File: src/hw/rtl/assm_pkg.sv
// Shared types, constants and the tanh table of the analog stage sample unit.
package assm_pkg;

  localparam int FRAC_BITS    = 12;
  localparam int TANH_ENTRIES = 256;
  localparam int IDX_W        = $clog2(TANH_ENTRIES);
  localparam int TANH_W       = FRAC_BITS + 1;
  // |x| saturates at 8.0, which needs FRAC_BITS + 4 bits
  localparam int ABS_W        = FRAC_BITS + 4;
  localparam int POS_W        = ABS_W + IDX_W - 3;

  localparam int SAMPLE_W = 16;
  localparam int COEF_W   = 16;
  localparam int GAIN_W   = 16;
  localparam int BIAS_W   = 15;
  localparam int INVB_W   = 16;
  localparam int MODE_W   = 2;
  localparam int CFG_IDX_W  = 3;
  localparam int CFG_DATA_W = 16;

  localparam int MUL_A_W = 28;
  localparam int MUL_B_W = 17;
  localparam int PROD_W  = MUL_A_W + MUL_B_W;
  localparam int AMP_W   = 27;

  localparam int QUEUE_DEPTH = 2;
  localparam int QCNT_W      = $clog2(QUEUE_DEPTH + 1);

  localparam logic [MODE_W-1:0] MODE_RELAX   = 2'd0;
  localparam logic [MODE_W-1:0] MODE_LOWPASS = 2'd1;
  localparam logic [MODE_W-1:0] MODE_AMP     = 2'd2;

  localparam logic [MODE_W-1:0] RST_MODE = MODE_LOWPASS;
  localparam logic [COEF_W-1:0] RST_COEF = 16'd0;
  localparam logic [GAIN_W-1:0] RST_GAIN = 16'd25600;
  localparam logic [BIAS_W-1:0] RST_BIAS = 15'd10240;
  localparam logic [INVB_W-1:0] RST_INVB = 16'd1638;

  // capacitor limits (+-5 V) and target (2.5 V), one volt for the output clamp
  localparam logic signed [18:0] LEVEL_MAX  = 19'(5 * (1 << FRAC_BITS));
  localparam logic signed [16:0] LEVEL_TGT  = 17'((5 * (1 << FRAC_BITS)) / 2);
  localparam logic signed [16:0] VOLT_ONE   = 17'(1 << FRAC_BITS);
  localparam logic signed [PROD_W-1:0] TANH_LIM = PROD_W'(8 * (1 << FRAC_BITS));

  localparam logic signed [PROD_W-1:0] HALF_8  = PROD_W'(1 << 7);
  localparam logic signed [PROD_W-1:0] HALF_16 = PROD_W'(1 << 15);
  localparam logic signed [PROD_W-1:0] HALF_FB = PROD_W'(1 << (FRAC_BITS - 1));

  typedef enum logic [CFG_IDX_W-1:0] {
    CFG_MODE = 3'd0,
    CFG_COEF = 3'd1,
    CFG_GAIN = 3'd2,
    CFG_BIAS = 3'd3,
    CFG_INVB = 3'd4
  } cfg_idx_e;

  typedef enum logic [1:0] {
    OP_RELAX,
    OP_LOWPASS,
    OP_AMP,
    OP_NONE
  } op_e;

  typedef enum logic [2:0] {
    ST_IDLE,
    ST_MUL_A,
    ST_UPD_A,
    ST_MUL_B,
    ST_ARG,
    ST_LOOK,
    ST_MUL_C,
    ST_FIN
  } state_e;

  typedef struct packed {
    logic [MODE_W-1:0] mode;
    logic [COEF_W-1:0] coef;
    logic [GAIN_W-1:0] gain;
    logic [BIAS_W-1:0] bias;
    logic [INVB_W-1:0] invb;
  } cfg_t;

  typedef struct packed {
    op_e                        op;
    logic signed [SAMPLE_W-1:0] sample;
  } qent_t;

  typedef struct packed {
    logic full;
    logic empty;
  } qstat_t;

  typedef struct packed {
    logic pop;
    logic done;
  } back_stat_t;

  typedef logic [TANH_W-1:0] tanh_tab_t [TANH_ENTRIES];

  // Restoring long division of 64-bit unsigned values; used only while the
  // table below is built.
  function automatic longint unsigned udiv64(longint unsigned n, longint unsigned d);
    longint unsigned q, r;
    q = 64'd0;
    r = 64'd0;
    for (int b = 63; b >= 0; b--) begin
      r = {r[62:0], n[b]};
      if (r >= d) begin
        r    = r - d;
        q[b] = 1'b1;
      end
    end
    return q;
  endfunction

  // Entry i is tanh(8*i/TANH_ENTRIES): series for tanh(h), then the addition
  // formula step by step, all in Q30 integer arithmetic. Evaluated once.
  function automatic tanh_tab_t build_tanh_table();
    longint unsigned one, h, h2, sh, ch, ts, tc, t, cur, den;
    tanh_tab_t tab;
    one = 64'd1 << 30;
    h   = (64'd8 << 30) / TANH_ENTRIES;
    h2  = (h * h) >> 30;
    sh  = h;
    ch  = one;
    ts  = h;
    tc  = one;
    cur = 64'd0;
    for (int k = 1; k <= 12; k++) begin
      ts = udiv64((ts * h2) >> 30, 64'((2 * k) * (2 * k + 1)));
      tc = udiv64((tc * h2) >> 30, 64'((2 * k - 1) * (2 * k)));
      sh = sh + ts;
      ch = ch + tc;
    end
    t = udiv64(sh << 30, ch);
    for (int i = 0; i < TANH_ENTRIES; i++) begin
      tab[i] = TANH_W'((cur + (64'd1 << (29 - FRAC_BITS))) >> (30 - FRAC_BITS));
      den    = one + ((cur * t) >> 30);
      cur    = udiv64((cur + t) << 30, den);
    end
    return tab;
  endfunction

  localparam tanh_tab_t TANH_TABLE = build_tanh_table();

endpackage

File: src/hw/rtl/assm_front.sv
// Front end: configuration registers, input accept and mode classification.
module assm_front (
  input  logic                              clk_i,
  input  logic                              rst_ni,
  input  logic                              cfg_valid_i,
  output logic                              cfg_ready_o,
  input  logic [assm_pkg::CFG_IDX_W-1:0]    cfg_index_i,
  input  logic [assm_pkg::CFG_DATA_W-1:0]   cfg_data_i,
  input  logic                              in_valid_i,
  output logic                              in_ready_o,
  input  logic [assm_pkg::SAMPLE_W-1:0]     in_data_i,
  output logic                              push_o,
  input  logic                              push_ready_i,
  output assm_pkg::qent_t                   push_data_o,
  output assm_pkg::cfg_t                    cfg_o
);

  assm_pkg::cfg_t cfg_q;

  assign cfg_ready_o = 1'b1;
  assign cfg_o       = cfg_q;

  always_ff @(posedge clk_i or negedge rst_ni) begin
    if (!rst_ni) begin
      cfg_q.mode <= assm_pkg::RST_MODE;
      cfg_q.coef <= assm_pkg::RST_COEF;
      cfg_q.gain <= assm_pkg::RST_GAIN;
      cfg_q.bias <= assm_pkg::RST_BIAS;
      cfg_q.invb <= assm_pkg::RST_INVB;
    end else if (cfg_valid_i) begin
      case (assm_pkg::cfg_idx_e'(cfg_index_i))
        assm_pkg::CFG_MODE: cfg_q.mode <= cfg_data_i[assm_pkg::MODE_W-1:0];
        assm_pkg::CFG_COEF: cfg_q.coef <= cfg_data_i[assm_pkg::COEF_W-1:0];
        assm_pkg::CFG_GAIN: cfg_q.gain <= cfg_data_i[assm_pkg::GAIN_W-1:0];
        assm_pkg::CFG_BIAS: cfg_q.bias <= cfg_data_i[assm_pkg::BIAS_W-1:0];
        assm_pkg::CFG_INVB: cfg_q.invb <= cfg_data_i[assm_pkg::INVB_W-1:0];
        default: ;
      endcase
    end
  end

  assign in_ready_o = push_ready_i;
  assign push_o     = in_valid_i && push_ready_i;

  // tag each item with the operation it needs under the current mode
  always_comb begin
    push_data_o.sample = $signed(in_data_i);
    case (cfg_q.mode)
      assm_pkg::MODE_RELAX:   push_data_o.op = assm_pkg::OP_RELAX;
      assm_pkg::MODE_LOWPASS: push_data_o.op = assm_pkg::OP_LOWPASS;
      assm_pkg::MODE_AMP:     push_data_o.op = assm_pkg::OP_AMP;
      default:                push_data_o.op = assm_pkg::OP_NONE;
    endcase
  end

endmodule

File: src/hw/rtl/assm_queue.sv
// Short shift queue between front end and back end; head sits in slot zero.
module assm_queue (
  input  logic              clk_i,
  input  logic              rst_ni,
  input  logic              push_i,
  output logic              push_ready_o,
  input  assm_pkg::qent_t   push_data_i,
  input  logic              pop_i,
  output logic              pop_valid_o,
  output assm_pkg::qent_t   pop_data_o,
  output assm_pkg::qstat_t  stat_o
);

  assm_pkg::qent_t                slot_q [assm_pkg::QUEUE_DEPTH];
  logic [assm_pkg::QCNT_W-1:0]    cnt_q, cnt_d;
  logic [assm_pkg::QCNT_W-1:0]    wr_idx;

  assign stat_o.full   = (cnt_q == assm_pkg::QCNT_W'(assm_pkg::QUEUE_DEPTH));
  assign stat_o.empty  = (cnt_q == '0);
  assign push_ready_o  = !stat_o.full;
  assign pop_valid_o   = !stat_o.empty;
  assign pop_data_o    = slot_q[0];

  assign wr_idx = pop_i ? cnt_q - 1'b1 : cnt_q;

  always_comb begin
    cnt_d = cnt_q;
    if (push_i && !pop_i) begin
      cnt_d = cnt_q + 1'b1;
    end else if (pop_i && !push_i) begin
      cnt_d = cnt_q - 1'b1;
    end
  end

  always_ff @(posedge clk_i or negedge rst_ni) begin
    if (!rst_ni) begin
      cnt_q <= '0;
    end else begin
      cnt_q <= cnt_d;
    end
  end

  always_ff @(posedge clk_i) begin
    for (int j = 0; j < assm_pkg::QUEUE_DEPTH; j++) begin
      if (push_i && (wr_idx == assm_pkg::QCNT_W'(j))) begin
        slot_q[j] <= push_data_i;
      end else if (pop_i && (j < assm_pkg::QUEUE_DEPTH - 1)) begin
        slot_q[j] <= slot_q[(j < assm_pkg::QUEUE_DEPTH - 1) ? j + 1 : j];
      end
    end
  end

endmodule

File: src/hw/rtl/assm_back.sv
// Back end: sequencer around one shared multiplier, tanh lookup, result register.
module assm_back (
  input  logic                              clk_i,
  input  logic                              rst_ni,
  input  assm_pkg::cfg_t                    cfg_i,
  input  logic                              q_valid_i,
  input  assm_pkg::qent_t                   q_data_i,
  output assm_pkg::back_stat_t              stat_o,
  output logic                              out_valid_o,
  input  logic                              out_ready_i,
  output logic [assm_pkg::SAMPLE_W-1:0]     out_data_o
);

  assm_pkg::state_e state_q, state_d;

  assm_pkg::op_e                       op_q;
  logic signed [assm_pkg::SAMPLE_W-1:0] x_q;
  logic signed [assm_pkg::SAMPLE_W-1:0] cap_q, cap_d;
  logic signed [assm_pkg::SAMPLE_W-1:0] filt_q, filt_d;
  logic signed [assm_pkg::PROD_W-1:0]   prod_q, prod_d;
  logic signed [assm_pkg::AMP_W-1:0]    amp_q, amp_d;
  logic [assm_pkg::IDX_W-1:0]           idx_q, idx_d;
  logic [assm_pkg::FRAC_BITS-1:0]       frac_q, frac_d;
  logic                                 neg_q, neg_d;
  logic                                 last_q, last_d;
  logic [assm_pkg::TANH_W-1:0]          lo_q;
  logic signed [assm_pkg::TANH_W:0]     diff_q, diff_d;
  logic                                 out_valid_q;
  logic [assm_pkg::SAMPLE_W-1:0]        out_data_q;

  logic                                 out_free;
  logic                                 pop, done;
  logic [assm_pkg::SAMPLE_W-1:0]        result;
  logic signed [assm_pkg::MUL_A_W-1:0]  mul_a;
  logic signed [assm_pkg::MUL_B_W-1:0]  mul_b;

  logic signed [assm_pkg::PROD_W-1:0]   rnd16, rnd8, rndfb, targ;
  logic signed [18:0]                   cap_sum, filt_sum;
  logic signed [16:0]                   bias17;
  logic [assm_pkg::ABS_W-1:0]           mag;
  logic [assm_pkg::POS_W-1:0]           pos;
  logic [assm_pkg::IDX_W:0]             seg;
  logic signed [16:0]                   yval;

  assign out_free    = !out_valid_q || out_ready_i;
  assign out_valid_o = out_valid_q;
  assign out_data_o  = out_data_q;
  assign stat_o.pop  = pop;
  assign stat_o.done = done;

  assign bias17 = $signed({2'b00, cfg_i.bias});
  assign rnd16  = (prod_q + assm_pkg::HALF_16) >>> 16;
  assign rnd8   = (prod_q + assm_pkg::HALF_8) >>> 8;
  assign rndfb  = (prod_q + assm_pkg::HALF_FB) >>> assm_pkg::FRAC_BITS;

  // next state
  always_comb begin
    state_d = state_q;
    case (state_q)
      assm_pkg::ST_IDLE: begin
        if (q_valid_i && (q_data_i.op != assm_pkg::OP_NONE)) begin
          state_d = assm_pkg::ST_MUL_A;
        end
      end
      assm_pkg::ST_MUL_A: state_d = assm_pkg::ST_UPD_A;
      assm_pkg::ST_UPD_A: begin
        if (op_q != assm_pkg::OP_LOWPASS) begin
          state_d = assm_pkg::ST_MUL_B;
        end else if (out_free) begin
          state_d = assm_pkg::ST_IDLE;
        end
      end
      assm_pkg::ST_MUL_B: state_d = assm_pkg::ST_ARG;
      assm_pkg::ST_ARG:   state_d = assm_pkg::ST_LOOK;
      assm_pkg::ST_LOOK:  state_d = assm_pkg::ST_MUL_C;
      assm_pkg::ST_MUL_C: state_d = assm_pkg::ST_FIN;
      assm_pkg::ST_FIN: begin
        if (out_free) begin
          state_d = assm_pkg::ST_IDLE;
        end
      end
      default: state_d = assm_pkg::ST_IDLE;
    endcase
  end

  // datapath control and shared multiplier operands
  always_comb begin
    pop      = 1'b0;
    done     = 1'b0;
    result   = '0;
    mul_a    = '0;
    mul_b    = '0;
    cap_d    = cap_q;
    filt_d   = filt_q;
    amp_d    = amp_q;
    idx_d    = idx_q;
    frac_d   = frac_q;
    neg_d    = neg_q;
    last_d   = last_q;
    diff_d   = diff_q;
    cap_sum  = $signed({{3{cap_q[15]}}, cap_q}) + rnd16[18:0];
    filt_sum = $signed({{3{filt_q[15]}}, filt_q}) + rnd16[18:0];
    targ     = (op_q == assm_pkg::OP_RELAX) ? rnd8 : rndfb;
    mag      = '0;
    pos      = '0;
    seg      = '0;
    yval     = '0;
    case (state_q)
      assm_pkg::ST_IDLE: begin
        if (q_valid_i) begin
          if (q_data_i.op != assm_pkg::OP_NONE) begin
            pop = 1'b1;
          end else if (out_free) begin
            // unused mode: zero out, nothing else moves
            pop  = 1'b1;
            done = 1'b1;
          end
        end
      end
      assm_pkg::ST_MUL_A: begin
        case (op_q)
          assm_pkg::OP_RELAX: begin
            mul_a = assm_pkg::MUL_A_W'(assm_pkg::LEVEL_TGT - $signed({cap_q[15], cap_q}));
            mul_b = $signed({1'b0, cfg_i.coef});
          end
          assm_pkg::OP_LOWPASS: begin
            mul_a = assm_pkg::MUL_A_W'($signed({x_q[15], x_q}) - $signed({filt_q[15], filt_q}));
            mul_b = $signed({1'b0, cfg_i.coef});
          end
          default: begin
            mul_a = assm_pkg::MUL_A_W'($signed({x_q[15], x_q}) - bias17);
            mul_b = $signed({1'b0, cfg_i.gain});
          end
        endcase
      end
      assm_pkg::ST_UPD_A: begin
        case (op_q)
          assm_pkg::OP_RELAX: begin
            if (cap_sum > assm_pkg::LEVEL_MAX) begin
              cap_d = assm_pkg::SAMPLE_W'(assm_pkg::LEVEL_MAX);
            end else if (cap_sum < -assm_pkg::LEVEL_MAX) begin
              cap_d = assm_pkg::SAMPLE_W'(-assm_pkg::LEVEL_MAX);
            end else begin
              cap_d = cap_sum[assm_pkg::SAMPLE_W-1:0];
            end
          end
          assm_pkg::OP_LOWPASS: begin
            if (filt_sum > 19'sd32767) begin
              result = 16'h7FFF;
            end else if (filt_sum < -19'sd32768) begin
              result = 16'h8000;
            end else begin
              result = filt_sum[assm_pkg::SAMPLE_W-1:0];
            end
            if (out_free) begin
              done   = 1'b1;
              filt_d = $signed(result);
            end
          end
          default: begin
            amp_d = $signed(rnd8[assm_pkg::AMP_W-1:0]) +
                    $signed({{(assm_pkg::AMP_W - 17){1'b0}}, bias17});
          end
        endcase
      end
      assm_pkg::ST_MUL_B: begin
        if (op_q == assm_pkg::OP_RELAX) begin
          mul_a = assm_pkg::MUL_A_W'($signed({cap_q[15], cap_q}) - bias17);
          mul_b = $signed({1'b0, cfg_i.gain});
        end else begin
          mul_a = assm_pkg::MUL_A_W'(amp_q);
          mul_b = $signed({1'b0, cfg_i.invb});
        end
      end
      assm_pkg::ST_ARG: begin
        // saturate |x| to 8.0, then split the table position
        if ((targ > assm_pkg::TANH_LIM) || (targ < -assm_pkg::TANH_LIM)) begin
          mag = assm_pkg::ABS_W'(assm_pkg::TANH_LIM);
        end else if (targ < 0) begin
          mag = assm_pkg::ABS_W'(-targ);
        end else begin
          mag = assm_pkg::ABS_W'(targ);
        end
        pos    = {mag, {(assm_pkg::IDX_W - 3){1'b0}}};
        seg    = pos[assm_pkg::POS_W-1:assm_pkg::FRAC_BITS];
        frac_d = pos[assm_pkg::FRAC_BITS-1:0];
        neg_d  = targ < 0;
        last_d = seg >= (assm_pkg::IDX_W + 1)'(assm_pkg::TANH_ENTRIES - 1);
        idx_d  = last_d ? assm_pkg::IDX_W'(assm_pkg::TANH_ENTRIES - 1)
                        : seg[assm_pkg::IDX_W-1:0];
      end
      assm_pkg::ST_LOOK: begin
        if (last_q) begin
          diff_d = '0;
        end else begin
          diff_d = $signed({1'b0, assm_pkg::TANH_TABLE[idx_q + 1'b1]}) -
                   $signed({1'b0, assm_pkg::TANH_TABLE[idx_q]});
        end
      end
      assm_pkg::ST_MUL_C: begin
        mul_a = assm_pkg::MUL_A_W'(diff_q);
        mul_b = $signed({{(assm_pkg::MUL_B_W - assm_pkg::FRAC_BITS){1'b0}}, frac_q});
      end
      assm_pkg::ST_FIN: begin
        yval = $signed({{(17 - assm_pkg::TANH_W){1'b0}}, lo_q}) + rndfb[16:0];
        if (neg_q) begin
          yval = -yval;
        end
        if (op_q == assm_pkg::OP_RELAX) begin
          if (yval > assm_pkg::VOLT_ONE) begin
            yval = assm_pkg::VOLT_ONE;
          end else if (yval < -assm_pkg::VOLT_ONE) begin
            yval = -assm_pkg::VOLT_ONE;
          end
        end
        if (yval > 17'sd32767) begin
          result = 16'h7FFF;
        end else if (yval < -17'sd32768) begin
          result = 16'h8000;
        end else begin
          result = yval[assm_pkg::SAMPLE_W-1:0];
        end
        done = out_free;
      end
      default: ;
    endcase
  end

  assign prod_d = mul_a * mul_b;

  always_ff @(posedge clk_i or negedge rst_ni) begin
    if (!rst_ni) begin
      state_q     <= assm_pkg::ST_IDLE;
      out_valid_q <= 1'b0;
      cap_q       <= '0;
      filt_q      <= '0;
    end else begin
      state_q <= state_d;
      cap_q   <= cap_d;
      filt_q  <= filt_d;
      if (done) begin
        out_valid_q <= 1'b1;
      end else if (out_ready_i) begin
        out_valid_q <= 1'b0;
      end
    end
  end

  always_ff @(posedge clk_i) begin
    if (pop) begin
      op_q <= q_data_i.op;
      x_q  <= q_data_i.sample;
    end
    if (done) begin
      out_data_q <= result;
    end
    if (state_q == assm_pkg::ST_LOOK) begin
      lo_q <= assm_pkg::TANH_TABLE[idx_q];
    end
    // hold the product while a finishing state waits for the output register
    if ((state_q == assm_pkg::ST_MUL_A) || (state_q == assm_pkg::ST_MUL_B) ||
        (state_q == assm_pkg::ST_MUL_C)) begin
      prod_q <= prod_d;
    end
    amp_q  <= amp_d;
    idx_q  <= idx_d;
    frac_q <= frac_d;
    neg_q  <= neg_d;
    last_q <= last_d;
    diff_q <= diff_d;
  end

endmodule

File: src/hw/rtl/analog_stage_sample_model_unit.sv
// Top level of the analog stage sample unit: front end, queue, back end.
//
// Usage:
//   s_axis carries one input item per sample tick: tdata[15:0] = sample_in,
//   signed Q3.12. m_axis returns exactly one item per input item, in order:
//   tdata[15:0] = sample_out, signed Q3.12, saturated.
//   The cfg channel writes register cfg_index_i with cfg_data_i (0 mode,
//   1 step coefficient, 2 gain, 3 bias, 4 inverse bias); other indexes are
//   dropped. cfg_ready_o is always high. Write only while no item is in flight.
// Datapath:
//   Every item passes a two-entry queue, then a sequencer that shares one
//   28x17 multiplier. Lowpass items pass states MUL_A and UPD_A; relaxation
//   and amplifier items go on through MUL_B, ARG, LOOK, MUL_C and FIN (three
//   multiplies plus the tanh table step); the unused mode finishes in idle.
//   The back end takes a new item only after its last result has gone to
//   the output register.
// Reset:
//   Registers return to their defaults (lowpass mode), both levels clear,
//   the queue and output register empty. The tanh table is a constant.
// Stall:
//   A stalled m_axis holds its item; the back end then holds its finished
//   result, the queue fills, and s_axis_tready drops once the queue is full.
module analog_stage_sample_model_unit (
  input  logic                              clk_i,
  input  logic                              rst_ni,
  input  logic                              s_axis_tvalid,
  output logic                              s_axis_tready,
  input  logic [15:0]                       s_axis_tdata,   // [15:0] sample_in
  output logic                              m_axis_tvalid,
  input  logic                              m_axis_tready,
  output logic [15:0]                       m_axis_tdata,   // [15:0] sample_out
  input  logic                              cfg_valid_i,
  output logic                              cfg_ready_o,
  input  logic [assm_pkg::CFG_IDX_W-1:0]    cfg_index_i,
  input  logic [assm_pkg::CFG_DATA_W-1:0]   cfg_data_i
);

  assm_pkg::cfg_t        cfg;
  assm_pkg::qent_t       push_data, pop_data;
  assm_pkg::qstat_t      q_stat;
  assm_pkg::back_stat_t  back_stat;
  logic                  push, push_ready, pop_valid;

  // accept items and tag them with the current mode
  assm_front u_front (
    .clk_i        (clk_i),
    .rst_ni       (rst_ni),
    .cfg_valid_i  (cfg_valid_i),
    .cfg_ready_o  (cfg_ready_o),
    .cfg_index_i  (cfg_index_i),
    .cfg_data_i   (cfg_data_i),
    .in_valid_i   (s_axis_tvalid),
    .in_ready_o   (s_axis_tready),
    .in_data_i    (s_axis_tdata),
    .push_o       (push),
    .push_ready_i (push_ready),
    .push_data_o  (push_data),
    .cfg_o        (cfg)
  );

  // decouple accept from the multi-cycle back end
  assm_queue u_queue (
    .clk_i        (clk_i),
    .rst_ni       (rst_ni),
    .push_i       (push),
    .push_ready_o (push_ready),
    .push_data_i  (push_data),
    .pop_i        (back_stat.pop),
    .pop_valid_o  (pop_valid),
    .pop_data_o   (pop_data),
    .stat_o       (q_stat)
  );

  // run the selected mode and hold the result for m_axis
  assm_back u_back (
    .clk_i        (clk_i),
    .rst_ni       (rst_ni),
    .cfg_i        (cfg),
    .q_valid_i    (pop_valid),
    .q_data_i     (pop_data),
    .stat_o       (back_stat),
    .out_valid_o  (m_axis_tvalid),
    .out_ready_i  (m_axis_tready),
    .out_data_o   (m_axis_tdata)
  );

`ifndef SYNTHESIS
  // never push into a full queue
  assert property (@(posedge clk_i) disable iff (!rst_ni) push |-> !q_stat.full)
    else $error("push into full queue");

  // never pop an empty queue
  assert property (@(posedge clk_i) disable iff (!rst_ni) back_stat.pop |-> !q_stat.empty)
    else $error("pop from empty queue");

  // a finished result only lands in a free output register
  assert property (@(posedge clk_i) disable iff (!rst_ni)
    back_stat.done |-> (!m_axis_tvalid || m_axis_tready))
    else $error("result overwrites pending output");

  // a finished result shows up on m_axis in the next cycle
  assert property (@(posedge clk_i) disable iff (!rst_ni) back_stat.done |=> m_axis_tvalid)
    else $error("finished result not presented");
`endif

endmodule

File: config.mk
export PLATFORM = sky130hd
export DESIGN_NAME = analog_stage_sample_model_unit
export DESIGN_NICKNAME = d
export VERILOG_FILES = /design/src/hw/rtl/assm_pkg.sv /design/src/hw/rtl/assm_front.sv /design/src/hw/rtl/assm_queue.sv /design/src/hw/rtl/assm_back.sv /design/src/hw/rtl/analog_stage_sample_model_unit.sv
export SDC_FILE = /design/constraint.sdc
export NUM_CORES = 2
export LEC_CHECK = 0
export BUFFER_PORTS_ARGS = -buffer_cell sky130_fd_sc_hd__buf_2
export CORE_ASPECT_RATIO = 0.5
export CORE_MARGIN = 1.5
export CORE_UTILIZATION = 65
export DETAILED_ROUTE_END_ITERATION = 10
export PLACE_DENSITY = 0.8
export SLEW_MARGIN = 20
export SYNTH_ARGS = -nofsm -noshare
export SYNTH_HDL_FRONTEND = slang
export SYNTH_SLANG_ARGS = --single-unit
File: constraint.sdc
create_clock -name clk_i -period 18.25 [get_ports clk_i]
set_input_delay 0.9125 -clock clk_i [delete_from_list [all_inputs] [get_ports clk_i]]
set_output_delay 0.9125 -clock clk_i [all_outputs]
set_load 0.1 [all_outputs]
==> out/metrics.csv <==
stage,metric,value,unit
critical_path,critPathLaunchType,flop,
logic_synthesis,yosys_warnings,0,
timing,fin_crit_sh,64.5,%
final_layout,finalInstanceArea,41400,um^2
critical_path,end_kind,flop,
critical_path,crit_top_cell,fa_1,
critical_path,critPathMaxFanout,32,
placed_design,place_ws,6.87,ns
timing,slew_headroom,19.6,%
timing,rsz0062_at_grt,no,
die,die_x,351,um
timing,hold_viol,0,
power,ir_worst_vdd,0.000148,V
power,powerDensity,186,nW/um^2
final_layout,n_fill_cell,4762,
logic_synthesis,synth-edff-count,179,
final_layout,final_cell_mix,"657 x inv_1, 428 x fa_1, 426 x nand2_1",
grt,grt.met3_usage,11.4,%
timing,setup_viol,0,
die,rows,63,
logic_synthesis,synth_area_per_cell,8.70,um^2
power,swShare,55.6,%
grt,antenna_found_initial,4,
logic_synthesis,netlist_area,39400,um^2
routing,wl_per_cell,23.5,um
power,pwr-share-seq,17.2,%
logic_synthesis,ys_dominant_reg_cell,edfxtp_1,
clock_tree,path_clk_slew,0.06,ns
grt,grt.met1_usage,58.2,%
routing,avgViaCountPerCell,6.56,
routing,drt_wl_total,124,mm
routing,drtPass1Iterations,9,
final_layout,final_common_cell,inv_1,
grt,track_usage,40.3,%
final_layout,drive_above_1_share,8.37,%
die,initial_utilization,66.2,%
min_path,hold_class,in2async,
status,status,finished clean,
die,dieHeight,177,um
grt,first_global_vias,33000,
timing,finalCriticalPeriod,11.78,ns
placed_design,dp_cells,5218,
final_layout,syn_to_final_growth,4.98,%
clock_tree,post_cts_buffers,0,
logic_synthesis,ys_ff_latch,282,
placed_design,place.port_buffers,57,
critical_path,arrival,12.10,ns
clock_tree,cts.sinks,282,
die,die_area,62200,um^2
critical_path,critPathRequiredTime,18.57,ns
critical_path,rr_startpoint,u_back.op_q[1]$_DFFE_PP_,
grt,gr-total-overflow,0,
critical_path,reg2regPathDepth,38,
clock_tree,cts_max_level,1,
logic_synthesis,ys_types,103,
logic_synthesis,synthCells,4533,
power,p_sw,0.00428,W
clock_tree,cts_tree,built,
clock_tree,clkLatencyLatePin,0.61,ns
logic_synthesis,async_reset_ff_share,36.5,%
critical_path,cp-startpoint,u_back.op_q[1]$_DFFE_PP_,
logic_synthesis,synth_fp_nets,5252,
critical_path,cp-endpoint,u_back.prod_q[43]$_DFFE_PP_,
timing,setup_ws,6.47,ns
critical_path,cpMaxStageDelayCell,nor2b_2,
placed_design,place_area,40400,um^2
power,p_int,0.00342,W
clock_tree,root_buffer,clkbuf_16,
placed_design,gp_congestion,1.01,
timing,fmax,0.0849,GHz
routing,drt_iter0_markers,4364,
timing,skew,0.0460,ns
critical_path,max_stage_delay,0.93,ns
power,pwr-share-clk,8.0,%
routing,routed-via-count,34600,
clock_tree,hold_buffers,0,
clock_tree,cts_buffers,28,
final_layout,num-nets-final,5155,
power,comb_power_share,74.8,%
die,core,59600,um^2
clock_tree,cts_max_path_buffers,3,
clock_tree,ctsResizeCount,0,
critical_path,r2r_setup_slack,6.47,ns
grt,grt_pass1_wl,192,mm
grt,grt_max_degree,94,
power,power.leakage,18.5,nW
flow_run,cap_violations,0,
critical_path,r2r_end,u_back.prod_q[43]$_DFFE_PP_,
timing,slew_viol_final,0,
die,io_pins,59,
final_layout,final_core_util,69.5,%
routing,antenna_left,0,
timing,finalSetupTns,0,ns
critical_path,crit_type,reg2reg,
routing,drc_errors,0,
placed_design,hpwlAfterDp,95.8,mm
logic_synthesis,yosysSeqAreaShare,20.2,%
grt,grt_use_met2,58.1,%
final_layout,fin_cells,5271,
timing,worstMarginPinSlew,1.21,ns
grt,busiest_layer,met1,
==> metal layers <==
metal  vias up  wire length, um
met1     16800            49500
met2      2203            51800
met4         6             5020
met5         -               37
li1      15100                -
met3       380            17800
==> cells in the mapped netlist (9+ instances only) <==
cell type / number / area share, %
a211o_1: 11 / 0.24
a211oi_1: 39 / 0.74
a21boi_0: 19 / 0.36
a21o_1: 43 / 0.82
a21oi_1: 300 / 3.8
a221oi_1: 13 / 0.29
a311oi_1: 14 / 0.31
a31o_2: 10 / 0.22
a31oi_1: 31 / 0.49
and2_1: 45 / 0.71
and3_1: 26 / 0.41
and4_1: 12 / 0.27
buf_1: 27 / 0.26
buf_2: 17 / 0.22
clkbuf_1: 201 / 1.9
dfrtp_1: 91 / 5.8
dfstp_2: 12 / 0.80
edfxtp_1: 179 / 14
fa_1: 428 / 22
ha_1: 251 / 8.0
inv_1: 657 / 6.3
mux2_2: 95 / 2.7
mux2i_1: 41 / 1.0
nand2_1: 427 / 4.1
nand2b_1: 32 / 0.51
nand3_1: 79 / 1.0
nand4_1: 35 / 0.56
nor2_1: 307 / 2.9
nor2b_1: 32 / 0.51
nor3_1: 98 / 1.2
nor3b_1: 9 / 0.17
nor4_1: 18 / 0.29
o211ai_1: 37 / 0.70
o21a_1: 22 / 0.42
o21ai_0: 291 / 3.7
o21bai_1: 22 / 0.42
o221ai_1: 12 / 0.27
o22ai_1: 18 / 0.29
o311ai_0: 12 / 0.27
o31ai_1: 21 / 0.40
or2_2: 13 / 0.21
or3_1: 44 / 0.70
xnor2_1: 178 / 4.0
xor2_1: 92 / 2.0
==> power by group through the flow <==
stage / clock (W) / combinational, W / sequential [W]
detailed placement: 0 / 0.00560 / 0.00131
global placement: 0 / 0.00545 / 0.00131
finish: 0.000616 / 0.00576 / 0.00132
global route: 0.000637 / 0.00633 / 0.00133
CTS: 0.000615 / 0.00565 / 0.00131
floorplan: 0 / 0.00412 / 0.00123
==> registers in the layout, indices dropped and copies added, names as in the netlist, 3 cells and up <==
name	flops
u_front.cfg_o	65
u_back.prod_q	38
u_back.lo_q	13
u_back.amp_q	27
u_back.state_q	3
u_back.cap_q	16
u_back.filt_q	16
u_queue.slot_q	36
u_back.diff_q	14
u_back.x_q	16
u_back.out_data_o	16
u_back.idx_q	8
u_back.frac_q	7
==> through the flow <==
stage / hold WS [ns] / total power [W]
floorplan: 0.400 / 0.00534
detailed placement: 0.405 / 0.00692
finish: 0.234 / 0.00770
CTS: 0.248 / 0.00757
global route: 0.269 / 0.00830
global placement: 0.402 / 0.00676
==> worst min-delay path by stage <==
stage                                     to  slack, ns  depth (start not counted)
4_1_cts         u_back.cap_q[15]$_DFFE_PN0P_       0.25                          1
2_1_floorplan        u_back.x_q[0]$_DFFE_PP_       0.40                          0
5_1_grt        u_back.filt_q[11]$_DFFE_PN0P_       0.27                          1
3_5_place_dp        u_back.x_q[12]$_DFFE_PP_       0.41                          0
3_3_place_gp         u_back.x_q[3]$_DFFE_PP_       0.40                          0
6_report       u_back.filt_q[13]$_DFFE_PN0P_       0.23                          1
==> worst max-delay path, delay by kind of cell, from the launching register on <==
family / cells / cell delay, ns
xor+xnor: 2 / 0.26
compound gates: 16 / 4.57
fa+ha+maj: 9 / 4.11
simple gates: 5 / 1.59
buf+inv: 6 / 0.55
flops: 1 / 0.36
==> cells by family after synthesis <==
family | after synthesis | synth area share (%)
XOR/XNOR | 270 | 6.00
adder cells (fa/ha/maj) | 679 | 29.7
AND/OR/NAND/NOR | 1220 | 14.6
buffers and inverters | 913 | 8.82
flip-flops | 282 | 20.2
other | 1 | 0.00951
multiplexers | 144 | 4.21
AO/OA/AOI/OAI | 1024 | 16.5
==> layout make-up <==
type	count	area, um^2	area share [%]
Sequential cell	282	7970	19.2
Clock buffer	40	831	2.01
Inverter	661	2480	5.99
Tap cell	812	1020	2.45
Antenna cell	1	2.50	0.00605
Multi-Input combinational cell	3338	28200	68.0
Clock inverter	12	136	0.329
Timing Repair Buffer	125	798	1.93
Note: power is estimated with default switching activity, not from simulation.
